===== src/design/tcte_pkg.sv =====
// ----------------------------------------------------------------------------
// tcte_pkg
// shared types and constants of the tcp connection table engine
// ----------------------------------------------------------------------------
package tcte_pkg;

    localparam int unsigned ENTRIES_DEF = 4;

    localparam logic [2:0] OP_SEGMENT = 3'd0;
    localparam logic [2:0] OP_TICK    = 3'd1;
    localparam logic [2:0] OP_CONNECT = 3'd2;
    localparam logic [2:0] OP_CLOSE   = 3'd3;
    localparam logic [2:0] OP_ABORT   = 3'd4;

    localparam logic [2:0] ST_CLOSED = 3'd0;
    localparam logic [2:0] ST_OPEN   = 3'd1;
    localparam logic [2:0] ST_OPENED = 3'd2;
    localparam logic [2:0] ST_CLOSE  = 3'd3;
    localparam logic [2:0] ST_ABORT  = 3'd4;
    localparam logic [2:0] ST_FINISH = 3'd5;

    localparam logic [7:0] FL_FIN = 8'h01;
    localparam logic [7:0] FL_SYN = 8'h02;
    localparam logic [7:0] FL_RST = 8'h04;
    localparam logic [7:0] FL_ACK = 8'h10;

    localparam logic [1:0] KIND_SEND    = 2'd0;
    localparam logic [1:0] KIND_REFUSED = 2'd2;

    localparam logic [1:0] REG_TIMEOUT = 2'd0;
    localparam logic [1:0] REG_RETRIES = 2'd1;
    localparam logic [1:0] REG_APPPORT = 2'd2;

    localparam logic [31:0] INIT_SEQ = 32'd15;
    localparam logic [31:0] INIT_ACK = 32'd1;

    localparam int unsigned IN_W  = 221;
    localparam int unsigned IN_TW = 224;
    localparam int unsigned OUT_W  = 220;
    localparam int unsigned OUT_TW = 224;

    typedef struct packed {
        logic [15:0] rx_window;
        logic [47:0] peer_mac;
        logic [31:0] peer_ip;
        logic [15:0] payload_len;
        logic [7:0]  seg_flags;
        logic [31:0] seg_ack;
        logic [31:0] seg_seq;
        logic [15:0] local_port;
        logic [15:0] remote_port;
        logic [1:0]  entry_sel;
        logic [2:0]  operation;
    } t_in_item;

    typedef struct packed {
        logic [15:0] tx_len;
        logic [47:0] tx_mac;
        logic [31:0] tx_ip;
        logic [15:0] tx_window;
        logic [7:0]  tx_flags;
        logic [31:0] tx_ack;
        logic [31:0] tx_seq;
        logic [15:0] tx_dst_port;
        logic [15:0] tx_src_port;
        logic [1:0]  entry_out;
        logic [1:0]  kind;
    } t_out_item;

    typedef struct packed {
        logic [2:0]  status;
        logic [15:0] rport;
        logic [15:0] lport;
        logic [31:0] seq;
        logic [31:0] ack;
        logic [7:0]  flags;
        logic [15:0] timer;
        logic [7:0]  errors;
        logic [15:0] window;
        logic [31:0] ip;
        logic [47:0] mac;
    } t_entry;

    // control between sequencer and entry unit
    typedef struct packed {
        logic        seg;
        logic        tick;
        logic        conn;
        logic [15:0] timeout;
        logic [7:0]  retries;
        logic [15:0] app_port;
    } t_ctl;

    typedef struct packed {
        logic        write;
        logic        send;
        logic [15:0] len;
    } t_res;

endpackage


===== src/design/tcte_unit.sv =====
// ----------------------------------------------------------------------------
// tcte_unit
// shared per-entry update unit: one entry per cycle through the state rules
// ----------------------------------------------------------------------------
module tcte_unit (
    input  tcte_pkg::t_entry   i_ent,
    input  tcte_pkg::t_in_item i_item,
    input  tcte_pkg::t_ctl     i_ctl,
    input  logic               i_new,
    output tcte_pkg::t_entry   o_ent,
    output tcte_pkg::t_res     o_res
);
    import tcte_pkg::*;

    logic [15:0] tmr;
    logic [7:0]  err;
    logic [31:0] sq_len;
    logic [31:0] sq_one;
    logic [7:0]  fl;

    always_comb begin
        o_ent  = i_ent;
        o_res  = '0;
        fl     = i_item.seg_flags;
        sq_len = i_item.seg_seq + {16'd0, i_item.payload_len};
        sq_one = i_item.seg_seq + 32'd1;
        tmr    = (i_ent.timer != 16'hFFFF) ? i_ent.timer + 16'd1 : i_ent.timer;
        err    = (i_ent.errors != 8'hFF) ? i_ent.errors + 8'd1 : i_ent.errors;
        if (i_ctl.conn) begin
            o_ent.mac = i_item.peer_mac; o_ent.ip = i_item.peer_ip;
            o_ent.rport = i_item.remote_port; o_ent.lport = i_item.local_port;
            o_ent.ack = INIT_ACK; o_ent.seq = INIT_SEQ; o_ent.flags = FL_SYN;
            o_ent.status = ST_OPEN; o_ent.timer = '0; o_ent.errors = '0;
            o_ent.window = i_item.rx_window;
            o_res = '{write: 1'b1, send: 1'b1, len: 16'd0};
        end else if (i_ctl.tick) begin
            if (i_ent.status != ST_CLOSED) begin
                o_ent.timer = tmr;
                o_res.write = 1'b1;
                if (tmr > i_ctl.timeout) begin
                    o_ent.errors = err;
                    o_res.send = 1'b1;
                    if (err > i_ctl.retries) begin
                        o_ent.flags = FL_RST; o_ent.status = ST_CLOSED;
                    end else begin
                        o_ent.timer = i_ctl.timeout;
                    end
                end
            end
        end else if (i_ctl.seg && i_new) begin
            // passive open into a free entry
            o_ent.mac = i_item.peer_mac; o_ent.ip = i_item.peer_ip;
            o_ent.rport = i_item.remote_port; o_ent.lport = i_item.local_port;
            o_ent.ack = sq_one; o_ent.seq = INIT_SEQ; o_ent.flags = FL_SYN | FL_ACK;
            o_ent.timer = '0; o_ent.errors = '0;
            if (fl == FL_SYN) o_ent.status = ST_OPENED;
            else if (fl[0]) o_ent.status = ST_FINISH;
            else o_ent.status = ST_CLOSED;
            o_res = '{write: 1'b1, send: 1'b1, len: 16'd0};
        end else if (i_ctl.seg) begin
            o_ent.timer = '0;
            o_res.write = 1'b1;
            unique case (i_ent.status)
                ST_CLOSE: begin
                    o_ent.ack = sq_len; o_ent.flags = FL_FIN | FL_ACK;
                    o_ent.status = ST_FINISH; o_res.send = 1'b1;
                end
                ST_FINISH: begin
                    if (fl[0] && fl[4]) begin
                        o_ent.seq = i_item.seg_ack; o_ent.ack = sq_one;
                        o_ent.flags = FL_ACK; o_ent.status = ST_CLOSED;
                        o_res.send = 1'b1;
                    end
                end
                ST_OPEN: begin
                    if (fl[0] || fl[2]) begin
                        o_ent.status = ST_CLOSED;
                    end else if (fl[1] && fl[4]) begin
                        o_ent.ack = sq_one; o_ent.seq = i_item.seg_ack;
                        o_ent.flags = FL_ACK; o_ent.status = ST_OPENED;
                        o_res.send = 1'b1; o_res.len = i_item.payload_len;
                    end else begin
                        o_ent.ack = sq_len; o_ent.flags = FL_RST;
                        o_ent.status = ST_CLOSED; o_res.send = 1'b1;
                    end
                end
                ST_OPENED: begin
                    if (fl[2]) begin
                        o_ent.status = ST_CLOSED;
                    end else if (fl[0]) begin
                        o_ent.seq = i_item.seg_ack; o_ent.ack = sq_one;
                        o_ent.flags = FL_FIN | FL_ACK; o_ent.status = ST_FINISH;
                        o_res.send = 1'b1;
                    end else if (i_item.seg_seq != i_ent.ack) begin
                        o_res.send = 1'b1;
                    end else begin
                        o_ent.ack = sq_len; o_ent.flags = FL_ACK;
                        o_res.send = (i_item.remote_port == i_ctl.app_port);
                    end
                end
                ST_ABORT: begin
                    o_ent.ack = sq_len; o_ent.flags = FL_RST;
                    o_ent.status = ST_CLOSED; o_res.send = 1'b1;
                end
                default: ;
            endcase
        end
    end
endmodule


===== src/design/tcp_connection_table_engine.sv =====
// ----------------------------------------------------------------------------
// tcp_connection_table_engine
// tcp connection table with a shared per-entry update unit
// ----------------------------------------------------------------------------
// order: a segment or connect searches every entry, takes one update and then,
//   when a header is due, loads the output register; a tick walks one entry a
//   cycle while the output can take a header, and loads its final header last
// throughput: one transaction at a time, the next one accepted only when idle
//   with the output empty, set by the search or walk through the single update unit
// reset: synchronous active low, table closed and zeroed, registers at defaults
module tcp_connection_table_engine #(
    parameter int unsigned ENTRIES = tcte_pkg::ENTRIES_DEF
) (
    input  logic                       i_clk,
    input  logic                       i_rst_n,
    input  logic                       s_axis_tvalid,
    output logic                       s_axis_tready,
    // operation, entry_sel, remote_port, local_port, seg_seq, seg_ack,
    // seg_flags, payload_len, peer_ip, peer_mac, rx_window (low bit up)
    input  logic [tcte_pkg::IN_TW-1:0] s_axis_tdata,
    output logic                       m_axis_tvalid,
    input  logic                       m_axis_tready,
    // kind, entry_out, tx_src_port, tx_dst_port, tx_seq, tx_ack, tx_flags,
    // tx_window, tx_ip, tx_mac, tx_len (low bit up)
    output logic [tcte_pkg::OUT_TW-1:0] m_axis_tdata,
    output logic                       m_axis_tlast,
    input  logic                       i_cfg_we,
    input  logic [1:0]                 i_cfg_idx,
    input  logic [15:0]                i_cfg_data
);
    import tcte_pkg::*;

    localparam int unsigned IW = (ENTRIES > 1) ? $clog2(ENTRIES) : 1;
    localparam int unsigned CW = $clog2(ENTRIES + 1);

    typedef enum logic [2:0] {S_IDLE, S_SEARCH, S_UPDATE, S_TICK, S_LAST, S_OUT,
        S_DONE} t_state;

    t_state      r_state;
    t_entry      r_tab [ENTRIES];
    t_in_item    r_item;
    logic [15:0] r_timeout;
    logic [7:0]  r_retries;
    logic [15:0] r_app;
    logic [CW-1:0] r_idx;      // walk counter
    logic [IW-1:0] r_hit;      // entry chosen by the search
    logic        r_found;
    logic        r_free_ok;
    logic [IW-1:0] r_free;
    logic        r_new;
    logic [2:0]  r_cnt;        // headers of this tick so far
    logic        r_last_pend;  // tick header held until the next one or walk end
    t_out_item   r_pend_hdr;
    t_out_item   r_out;
    logic        r_ovalid;
    logic        r_olast;

    t_entry      cur;
    t_entry      upd;
    t_entry      wr_ent;
    t_res        res;
    t_ctl        ctl;
    logic [IW-1:0] widx;
    t_out_item   hdr;
    logic        walk_end;
    logic        out_free;
    logic        out_load;

    assign widx = (r_state == S_TICK) ? r_idx[IW-1:0] : r_hit;
    assign cur  = r_tab[widx];
    assign walk_end = (r_idx == CW'(ENTRIES - 1));

    always_comb begin
        ctl.seg      = (r_item.operation == OP_SEGMENT);
        ctl.tick     = (r_item.operation == OP_TICK);
        ctl.conn     = (r_item.operation == OP_CONNECT);
        ctl.timeout  = r_timeout;
        ctl.retries  = r_retries;
        ctl.app_port = r_app;
    end

    tcte_unit u_unit (.i_ent(cur), .i_item(r_item), .i_ctl(ctl), .i_new(r_new),
        .o_ent(upd), .o_res(res));

    // entry written back: sequence advanced by the payload sent, and by one
    // more for the syn of a passive open
    always_comb begin
        wr_ent     = upd;
        wr_ent.seq = upd.seq + {16'd0, res.len} +
            ((r_new && r_item.seg_flags == FL_SYN && ctl.seg) ? 32'd1 : 32'd0);
    end

    // header formed from the entry before its sequence advances
    always_comb begin
        hdr.kind        = KIND_SEND;
        hdr.entry_out   = 2'(widx);
        hdr.tx_src_port = upd.lport;
        hdr.tx_dst_port = upd.rport;
        hdr.tx_seq      = upd.seq;
        hdr.tx_ack      = upd.flags[4] ? upd.ack : 32'd0;
        hdr.tx_flags    = upd.flags;
        hdr.tx_window   = upd.window;
        hdr.tx_ip       = upd.ip;
        hdr.tx_mac      = upd.mac;
        hdr.tx_len      = res.len;
    end

    // output register loads only when empty or being emptied
    assign out_free = !r_ovalid || m_axis_tready;
    always_comb begin
        out_load = 1'b0;
        unique case (r_state)
            S_UPDATE: out_load = !r_found && !r_free_ok &&
                                 (r_item.operation == OP_CONNECT);
            S_OUT:    out_load = res.send;
            S_TICK:   out_load = out_free && res.send && (r_cnt != 3'd4) &&
                                 r_last_pend;
            S_LAST:   out_load = out_free && r_last_pend;
            default:  out_load = 1'b0;
        endcase
    end

    assign s_axis_tready = (r_state == S_IDLE) && !r_ovalid;
    assign m_axis_tvalid = r_ovalid;
    assign m_axis_tdata  = {(OUT_TW - OUT_W)'(0), r_out};
    assign m_axis_tlast  = r_olast;

    always_ff @(posedge i_clk) begin
        if (!i_rst_n) begin
            r_state   <= S_IDLE;
            r_timeout <= 16'd100;
            r_retries <= 8'd5;
            r_app     <= 16'd80;
            r_ovalid  <= 1'b0;
            r_olast   <= 1'b0;
            r_idx     <= '0;
            r_cnt     <= '0;
            r_last_pend <= 1'b0;
            for (int k = 0; k < ENTRIES; k++) r_tab[k] <= '0;
        end else begin
            if (i_cfg_we) begin
                unique case (i_cfg_idx)
                    REG_TIMEOUT: r_timeout <= i_cfg_data;
                    REG_RETRIES: r_retries <= i_cfg_data[7:0];
                    REG_APPPORT: r_app     <= i_cfg_data;
                    default: ;
                endcase
            end
            if (out_load) r_ovalid <= 1'b1;
            else if (m_axis_tready) r_ovalid <= 1'b0;
            unique case (r_state)
                S_IDLE: begin
                    if (s_axis_tvalid && s_axis_tready) begin
                        r_item    <= t_in_item'(s_axis_tdata[IN_W-1:0]);
                        r_idx     <= '0;
                        r_found   <= 1'b0;
                        r_free_ok <= 1'b0;
                        r_cnt     <= '0;
                        r_last_pend <= 1'b0;
                        unique case (s_axis_tdata[2:0])
                            OP_SEGMENT, OP_CONNECT: r_state <= S_SEARCH;
                            OP_TICK: r_state <= S_TICK;
                            OP_CLOSE, OP_ABORT: begin
                                if (32'(s_axis_tdata[4:3]) < ENTRIES)
                                    r_tab[IW'(s_axis_tdata[4:3])].status <=
                                        (s_axis_tdata[2:0] == OP_CLOSE) ?
                                        ST_CLOSE : ST_ABORT;
                            end
                            default: ;
                        endcase
                    end
                end
                S_SEARCH: begin
                    // one entry a cycle: first port match, first closed entry
                    if (!r_found && r_item.operation == OP_SEGMENT &&
                        r_tab[r_idx[IW-1:0]].lport == r_item.local_port &&
                        r_tab[r_idx[IW-1:0]].rport == r_item.remote_port) begin
                        r_found <= 1'b1;
                        r_hit   <= r_idx[IW-1:0];
                    end
                    if (!r_free_ok && r_tab[r_idx[IW-1:0]].status == ST_CLOSED) begin
                        r_free_ok <= 1'b1;
                        r_free    <= r_idx[IW-1:0];
                    end
                    r_idx <= r_idx + CW'(1);
                    if (walk_end) r_state <= S_UPDATE;
                end
                S_UPDATE: begin
                    if (r_found) begin
                        r_new <= 1'b0;
                        r_state <= S_OUT;
                    end else if (r_free_ok) begin
                        r_hit <= r_free;
                        r_new <= 1'b1;
                        r_state <= S_OUT;
                    end else if (r_item.operation == OP_CONNECT) begin
                        r_out    <= '{kind: KIND_REFUSED, default: '0};
                        r_olast  <= 1'b1;
                        r_state  <= S_DONE;
                    end else begin
                        r_state <= S_IDLE;
                    end
                end
                S_OUT: begin
                    // single entry update for segment or connect
                    if (res.write) r_tab[widx] <= wr_ent;
                    if (res.send) begin
                        r_out    <= hdr;
                        r_olast  <= 1'b1;
                    end
                    r_state <= res.send ? S_DONE : S_IDLE;
                end
                S_TICK: begin
                    // the held header leaves before a newer one takes its place
                    if (out_free) begin
                        if (res.write) r_tab[widx] <= wr_ent;
                        if (res.send && r_cnt != 3'd4) begin
                            if (r_last_pend) begin
                                r_out   <= r_pend_hdr;
                                r_olast <= 1'b0;
                            end
                            r_pend_hdr  <= hdr;
                            r_last_pend <= 1'b1;
                            r_cnt       <= r_cnt + 3'd1;
                        end
                        r_idx <= r_idx + CW'(1);
                        if (walk_end) r_state <= S_LAST;
                    end
                end
                S_LAST: begin
                    // the held header is the final one of the tick
                    if (!r_last_pend) begin
                        r_state <= S_IDLE;
                    end else if (out_free) begin
                        r_out       <= r_pend_hdr;
                        r_olast     <= 1'b1;
                        r_last_pend <= 1'b0;
                        r_state     <= S_DONE;
                    end
                end
                S_DONE: begin
                    if (out_free) r_state <= S_IDLE;
                end
                default: r_state <= S_IDLE;
            endcase
        end
    end

`ifndef NO_ASSERTIONS
    a_busy_not_ready: assert property (@(posedge i_clk) disable iff (!i_rst_n)
        (r_state != S_IDLE) |-> !s_axis_tready) else $error("ready while busy");
    a_out_hold: assert property (@(posedge i_clk) disable iff (!i_rst_n)
        (r_ovalid && !m_axis_tready) |=> $stable(r_out)) else $error("output changed");
    a_cnt_max: assert property (@(posedge i_clk) disable iff (!i_rst_n)
        r_cnt <= 3'd4) else $error("too many results");
`endif

endmodule


===== config.mk =====
export PLATFORM = sky130hd
export DESIGN_NAME = tcp_connection_table_engine
export DESIGN_NICKNAME = d
export VERILOG_FILES = /design/src/design/tcte_pkg.sv /design/src/design/tcte_unit.sv /design/src/design/tcp_connection_table_engine.sv
export SDC_FILE = /design/constraint.sdc
export NUM_CORES = 2
export LEC_CHECK = 0
export BUFFER_PORTS_ARGS = -buffer_cell sky130_fd_sc_hd__buf_4
export CORE_MARGIN = 2
export CORE_UTILIZATION = 58
export DETAILED_ROUTE_END_ITERATION = 10
export PLACE_DENSITY = 0.84
export SLEW_MARGIN = 20
export SYNTH_ARGS = -nofsm -noshare
export SYNTH_HDL_FRONTEND = slang
export SYNTH_SLANG_ARGS = --single-unit
export TNS_END_PERCENT = 10

===== constraint.sdc =====
create_clock -name i_clk -period 39 [get_ports i_clk]
set_input_delay 7.8 -clock i_clk [delete_from_list [all_inputs] [get_ports i_clk]]
set_output_delay 7.8 -clock i_clk [all_outputs]
set_load 0.02 [all_outputs]

* Word level (Yosys, flattened, before mapping)
Memory sizes are Yosys's and may differ from the RTL's. A register that Yosys moved wholly into a read port is not among the register bits.
Index checks and enable logic that the tools add are counted.
** Storage, ports and cells
- Word-level logic and storage cells :: 301
- Bits in writable memories :: 908
- Register bits after elaboration :: 716
- Memories :: 1
- Bits of input ports :: 247
- Output and inout bits :: 227
** Memory list
- r_tab :: words 4, bits a word 227, rd ports 2, clocked after memory_dff 1, wr ports 4, RTL line tcp_connection_table_engine.sv:40 : t_entry r_tab [ENTRIES];
** Cells by class
- Reductions and logical operators :: 58
- Muxes and demuxes :: 140
- Bitwise gates (word level) :: 1
- Eq/ne operators :: 46
- Magnitude comparators :: 2
- Add/subtract/negate cells :: 8
** Operators with widths (count)
- $mux W220 :: 9
- $pmux W220 S4 :: 1
- $mux W227 :: 3
- $reduce_or A227 Y1 :: 2
- $mux W80 :: 3
- $mux W32 :: 7
- $mux W72 :: 3
- $pmux W40 S5 :: 1
- $mux W88 :: 2
- $mux W131 :: 1
- $mux W40 :: 3
- $mux W16 :: 6
- $mux W96 :: 1
- $pmux W32 S3 :: 1
- $mux W3 :: 28
- $add A32 B16 Y32 :: 2
- $mux W18 :: 3
- $eq A16 B16 Y1 :: 3
- $mux W1 :: 39
- $add A32 B1 Y32 :: 1
- $add A32 B1 Y32 const B :: 1
- $ne A32 B32 Y1 :: 1
- $ne A2 B2 Y1 const B :: 14
- $mux W2 :: 13
- 43 further kinds :: 107

* Longest topological paths before layout
An unclocked memory read counts as a cell.
- Depth after elaboration :: 20
- Gate-level depth with buffers :: 30
- Gate-level depth less buffers :: 23

* By module
Synthesis repeated with hierarchy kept, for this count alone.
** Unflattened totals
- Cells, all modules :: 6706
- Area, all modules :: 74376.3 um^2
** By module, submodules not included
- tcp_connection_table_engine :: cells each 5231, sequential area each 48316.3 um^2, instances 1, area each 66113.4 um^2
- tcte_unit :: cells each 1475, sequential area each 0.0 um^2, instances 1, area each 8262.9 um^2

* Worst setup path before layout
No wires, ideal clock.
- Path type :: input port to flip-flop
- Start point :: input port i_rst_n
- End point :: register r_pend_hdr[100] (netlist bit) (enable)
- Path slack :: 8.798 ns
- Cell stages on the path :: 3
- Required time :: 37.671 ns
- Arrival :: 28.873 ns
- Library setup time :: 1.329 ns
- Path through :: clkbuf_1 inv_2 nor4_1
** On the way
- Cells in the longest elaborated chain, start to end :: 1
** Ends and longest elaborated chain
- from (decl) :: RTL line tcp_connection_table_engine.sv:15 : input logic i_rst_n,
- $reduce_and A4 Y1 (no line)
- to (signal assigned) :: RTL line tcp_connection_table_engine.sv:222 : r_pend_hdr <= hdr;
- to (decl) :: RTL line tcp_connection_table_engine.sv:53 : t_out_item r_pend_hdr;
No other way between the ends.
A chain may end at the register's enable or synchronous reset.

==> impl_metrics.csv <==
group,metric,value,unit
status,outcome,"finished, final reports clean",
clock_network,clkSinkCount,1625,
synth,postSynth.asyncResetShare,0,%
synth,synth_largest_area_cell,"edfxtp_1",
drt,routed_via_density,6.52,
clock_network,cts_tree,"yes",
global_route,grt_pass1_vias,57178,
sta,post-route-min-period,12.35,ns
floorplanning,fp.dieW,369,microns
power_and_ir_drop,p_leak,0.0331,uW
power_and_ir_drop,power.density,57.9,mW/mm^2
hold_path,worst_hold_path.num_cells,2,
setup_path,r2r-start,"r_state[0]",
sta,fin_crit_sh,31.7,%
sta,max_freq,0.0810,GHz
drt,drt_iter0_drc,9580,
setup_path,path_class,"input port to flop",
global_route,grt_overflow,0,
setup_path,critPathLaunchType,"input port",
setup_path,cp_slowest_stage_delay,0.90,ns
hold_path,holdPathEnd,"r_timeout[1]",
global_route,grt_pass1_wl,354000,microns
clock_network,cts_hold_buf,0,
synth,yosysMostFrequentCell,"edfxtp_1",
synth,syn_area_per_cell,11.2,sq um
clock_network,cts_buffers,162,
power_and_ir_drop,ir_drop,0.0000476,V
synth,yosys.area_share.xor_xnor,2.13,%
setup_path,slowest_stage,"buf_4",
global_route,antenna_found_initial,13,
sta,setup_tns,0,ns
clock_network,post_cts_buffers,0,
sta,clock_skew,0.0530,ns
synth,synth_area,0.0773,sq mm
drt,drtPass1Iterations,9,
floorplanning,start_util,58.6,%
setup_path,critical-path-top-delay-family,"buffers and inverters",
sta,finalHoldViolations,0,
floorplanning,dieArea,0.136,sq mm
floorplanning,io-pin-count,474,
synth,synth_top_family_by_area,"simple AND/OR/NAND/NOR gates",
clock_network,htreeDepth,4,
synth,synth.top_cell.area_share,61.0,%
drt,wl,240000,microns
drt,drc,0,
run,drv_cap,0,
synth,muxShareOfSynthArea,4.76,%
synth,synth_compound_area_share,8.50,%
setup_path,endpoint_kind,"flop",
clock_network,ctsResizeCount,0,
floorplanning,rows,133,
setup_path,cpMostUsedCell,"buf_4",
setup_path,cp_max_fo,83,
setup_path,reg2reg_slack,28.22,ns
synth,yosysSeqAreaShare,62.4,%
synth,ys.warnings.count,0,
final_layout,final_nets,7499,
global_route,grt_usage,34.6,%
synth,ys_seq_elements,1625,
synth,yosys.area_share.simple,17.5,%
placement,place.gp.congestion,1.06,
synth,synth-main-ff-cell,"edfxtp_1",
synth,synth_cells,6918,
sta,slew_headroom,14.3,%
synth,synthAdderAreaFrac,1.08,%
placement,port_buffers,465,
floorplanning,die_y,369,microns
clock_network,path_clk_slew,0.06,ns
setup_path,rr_worst_depth,24,
sta,rsz0062_at_grt,"false",
final_layout,drive_above_1_share,13.8,%
global_route,grt_max_degree,179,
placement,place_hpwl,146000,microns
sta,setup_viol,0,
synth,ys_types,108,
clock_network,cts_root_buf,"clkbuf_16",
synth,synth_edf_count,1571,
synth,synth_area_leaders,"edfxtp_1 (61%), nand2_1 (6.7%), nor2_1 (4.1%)",
sta,drv_slew,0,
hold_path,min-delay-start,"r_timeout[1]",
setup_path,crit_buf_inv,4,
sta,tightest_slew,1.29,ns
setup_path,worstPathCellList,"buf_4, nor2b_1, nand3_1, a21oi_1, nor2_1, nand2_1, inv_8, nand2_1, o21a_4, buf_4, buf_4, nor2_1",
clock_network,clk_latency,0.84,ns
hold_path,hold_class,"flop to flop",
synth,yosys-top-cells-count,"edfxtp_1 (1571), nand2_1 (1384), nor2_1 (853)",
setup_path,rr_endpoint,"m_axis_tdata[37]",
clock_network,cts.path.max_buffers,3,
setup_path,worstPathRequired,39.51,ns
final_layout,fillCellCount,9207,
final_layout,area_delta_synth_final,13.1,%
sta,holdWs,0.463,ns
drt,wl_per_cell,26.4,microns
floorplanning,core,0.132,sq mm
setup_path,crit_arrival,12.86,ns
drt,vias,59163,
drt,ant_nets,0,
[cells by family after synthesis]
logic type / after synthesis
simple gates: 3141
flops: 1625
compound gates: 947
buf+inv: 700
mux: 251
xor+xnor: 188
fa+ha+maj: 65
other cells: 1
[power breakdown]
part           total, uW  internal (uW)  switching, uW
combinational       1250            365            882
clock               1540            853            692
sequential          2270           2140            125
[metrics by stage]
step	total power, uW	util, %	instance area [sq um]	setup WS [ns]	instances
finish	5060	66.3	87500	26.65	9076
global route	5200	66.3	87500	26.40	9072
CTS	5030	66.3	87400	26.78	9071
detailed placement	3500	62.3	82200	25.96	8777
global placement	3470	62.3	82200	26.02	8777
floorplan	3050	-	77400	8.80	6922
[area by class of cell]
type                    instances  area [sq um]  share of cell area (%)
diodes                          4          10.0                  0.0114
clock buffers                 194          4240                    4.85
clock inverters               100          1020                    1.17
inverters                     237           917                    1.05
multi-input cells            4597         26500                    30.3
flip-flops and latches       1625         48300                    55.2
well taps                    1755          2200                    2.51
repair buffers                564          4280                    4.90
[worst max-delay path by stage]
stage	from	endpoint	slack [ns]	depth (start not counted)
final	m_axis_tready	r_tab[0][172]	26.65	12
after global placement	m_axis_tready	r_tab[0][173]	26.02	12
after global routing	m_axis_tready	r_tab[0][55]	26.40	12
after floorplan	i_rst_n	r_pend_hdr[100]	8.80	3
after detailed placement	m_axis_tready	r_tab[0][1]	25.96	12
after CTS	m_axis_tready	r_tab[0][86]	26.78	12
[cells in the final DEF (no fill, tap or decap), drive strengths merged, types with 11 or more instances in the layout]
master	n
ha	62
a22oi	11
o21bai	11
mux4	87
a22o	180
a21o	27
o211ai	45
nand2	1386
edfxtp	1571
o22ai	32
a211oi	39
mux2i	140
clkbuf	194
dfxtp	54
mux2	24
nor3	101
nand4	47
nand3	487
clkinv	81
a31oi	56
o21ai	181
inv	238
a21oi	193
xnor2	102
nor2	857
o31ai	11
o21a	20
xor2	86
and3	63
and4	16
nor4	35
buf	564
nand2b	17
a221oi	20
and2	79
[flip-flops by register name (all words and copies together), names as in the netlist, named ones only]
signal,cells
r_free_ok,1
r_pend_hdr,218
r_retries,8
r_last_pend,1
m_axis_tdata,219
r_found,1
r_item,219
m_axis_tvalid,1
r_tab,908
r_free,2
r_timeout,16
r_new,1
r_cnt,3
m_axis_tlast,1
r_app,16
r_hit,2
r_idx,3
r_state,3
[layer usage]
metal / part of all wire (%) / global-route usage (%) / up-vias
met5: 0.039 / 0 / -
met4: 5.6 / 17.9 / 14
met3: 13 / 7.99 / 793
met2: 47 / 54.4 / 4464
met1: 35 / 45.0 / 28449
li1: - / - / 25443
[worst reg2reg max path, cell delays in order, from the launching register on]
cell,delay [ns]
dfxtp_1,0.87
nand3b_4,0.47
mux2i_4,0.75
buf_4,0.75
inv_8,0.33
nand3_1,0.17
nand2_1,0.16
nor4_2,0.78
a21oi_1,0.37
nand3_1,0.24
xnor2_1,0.11
ha_1,0.33
o21a_1,0.12
o21ai_0,0.07
a211o_1,0.27
a21oi_1,0.22
o21ai_0,0.15
o21ai_0,0.53
o21ai_1,0.29
or2_2,0.44
nand2b_1,0.21
a21oi_4,0.18
buf_4,0.66
buf_4,0.92
buf_4,0.93
(Power assumes the default switching activity.)
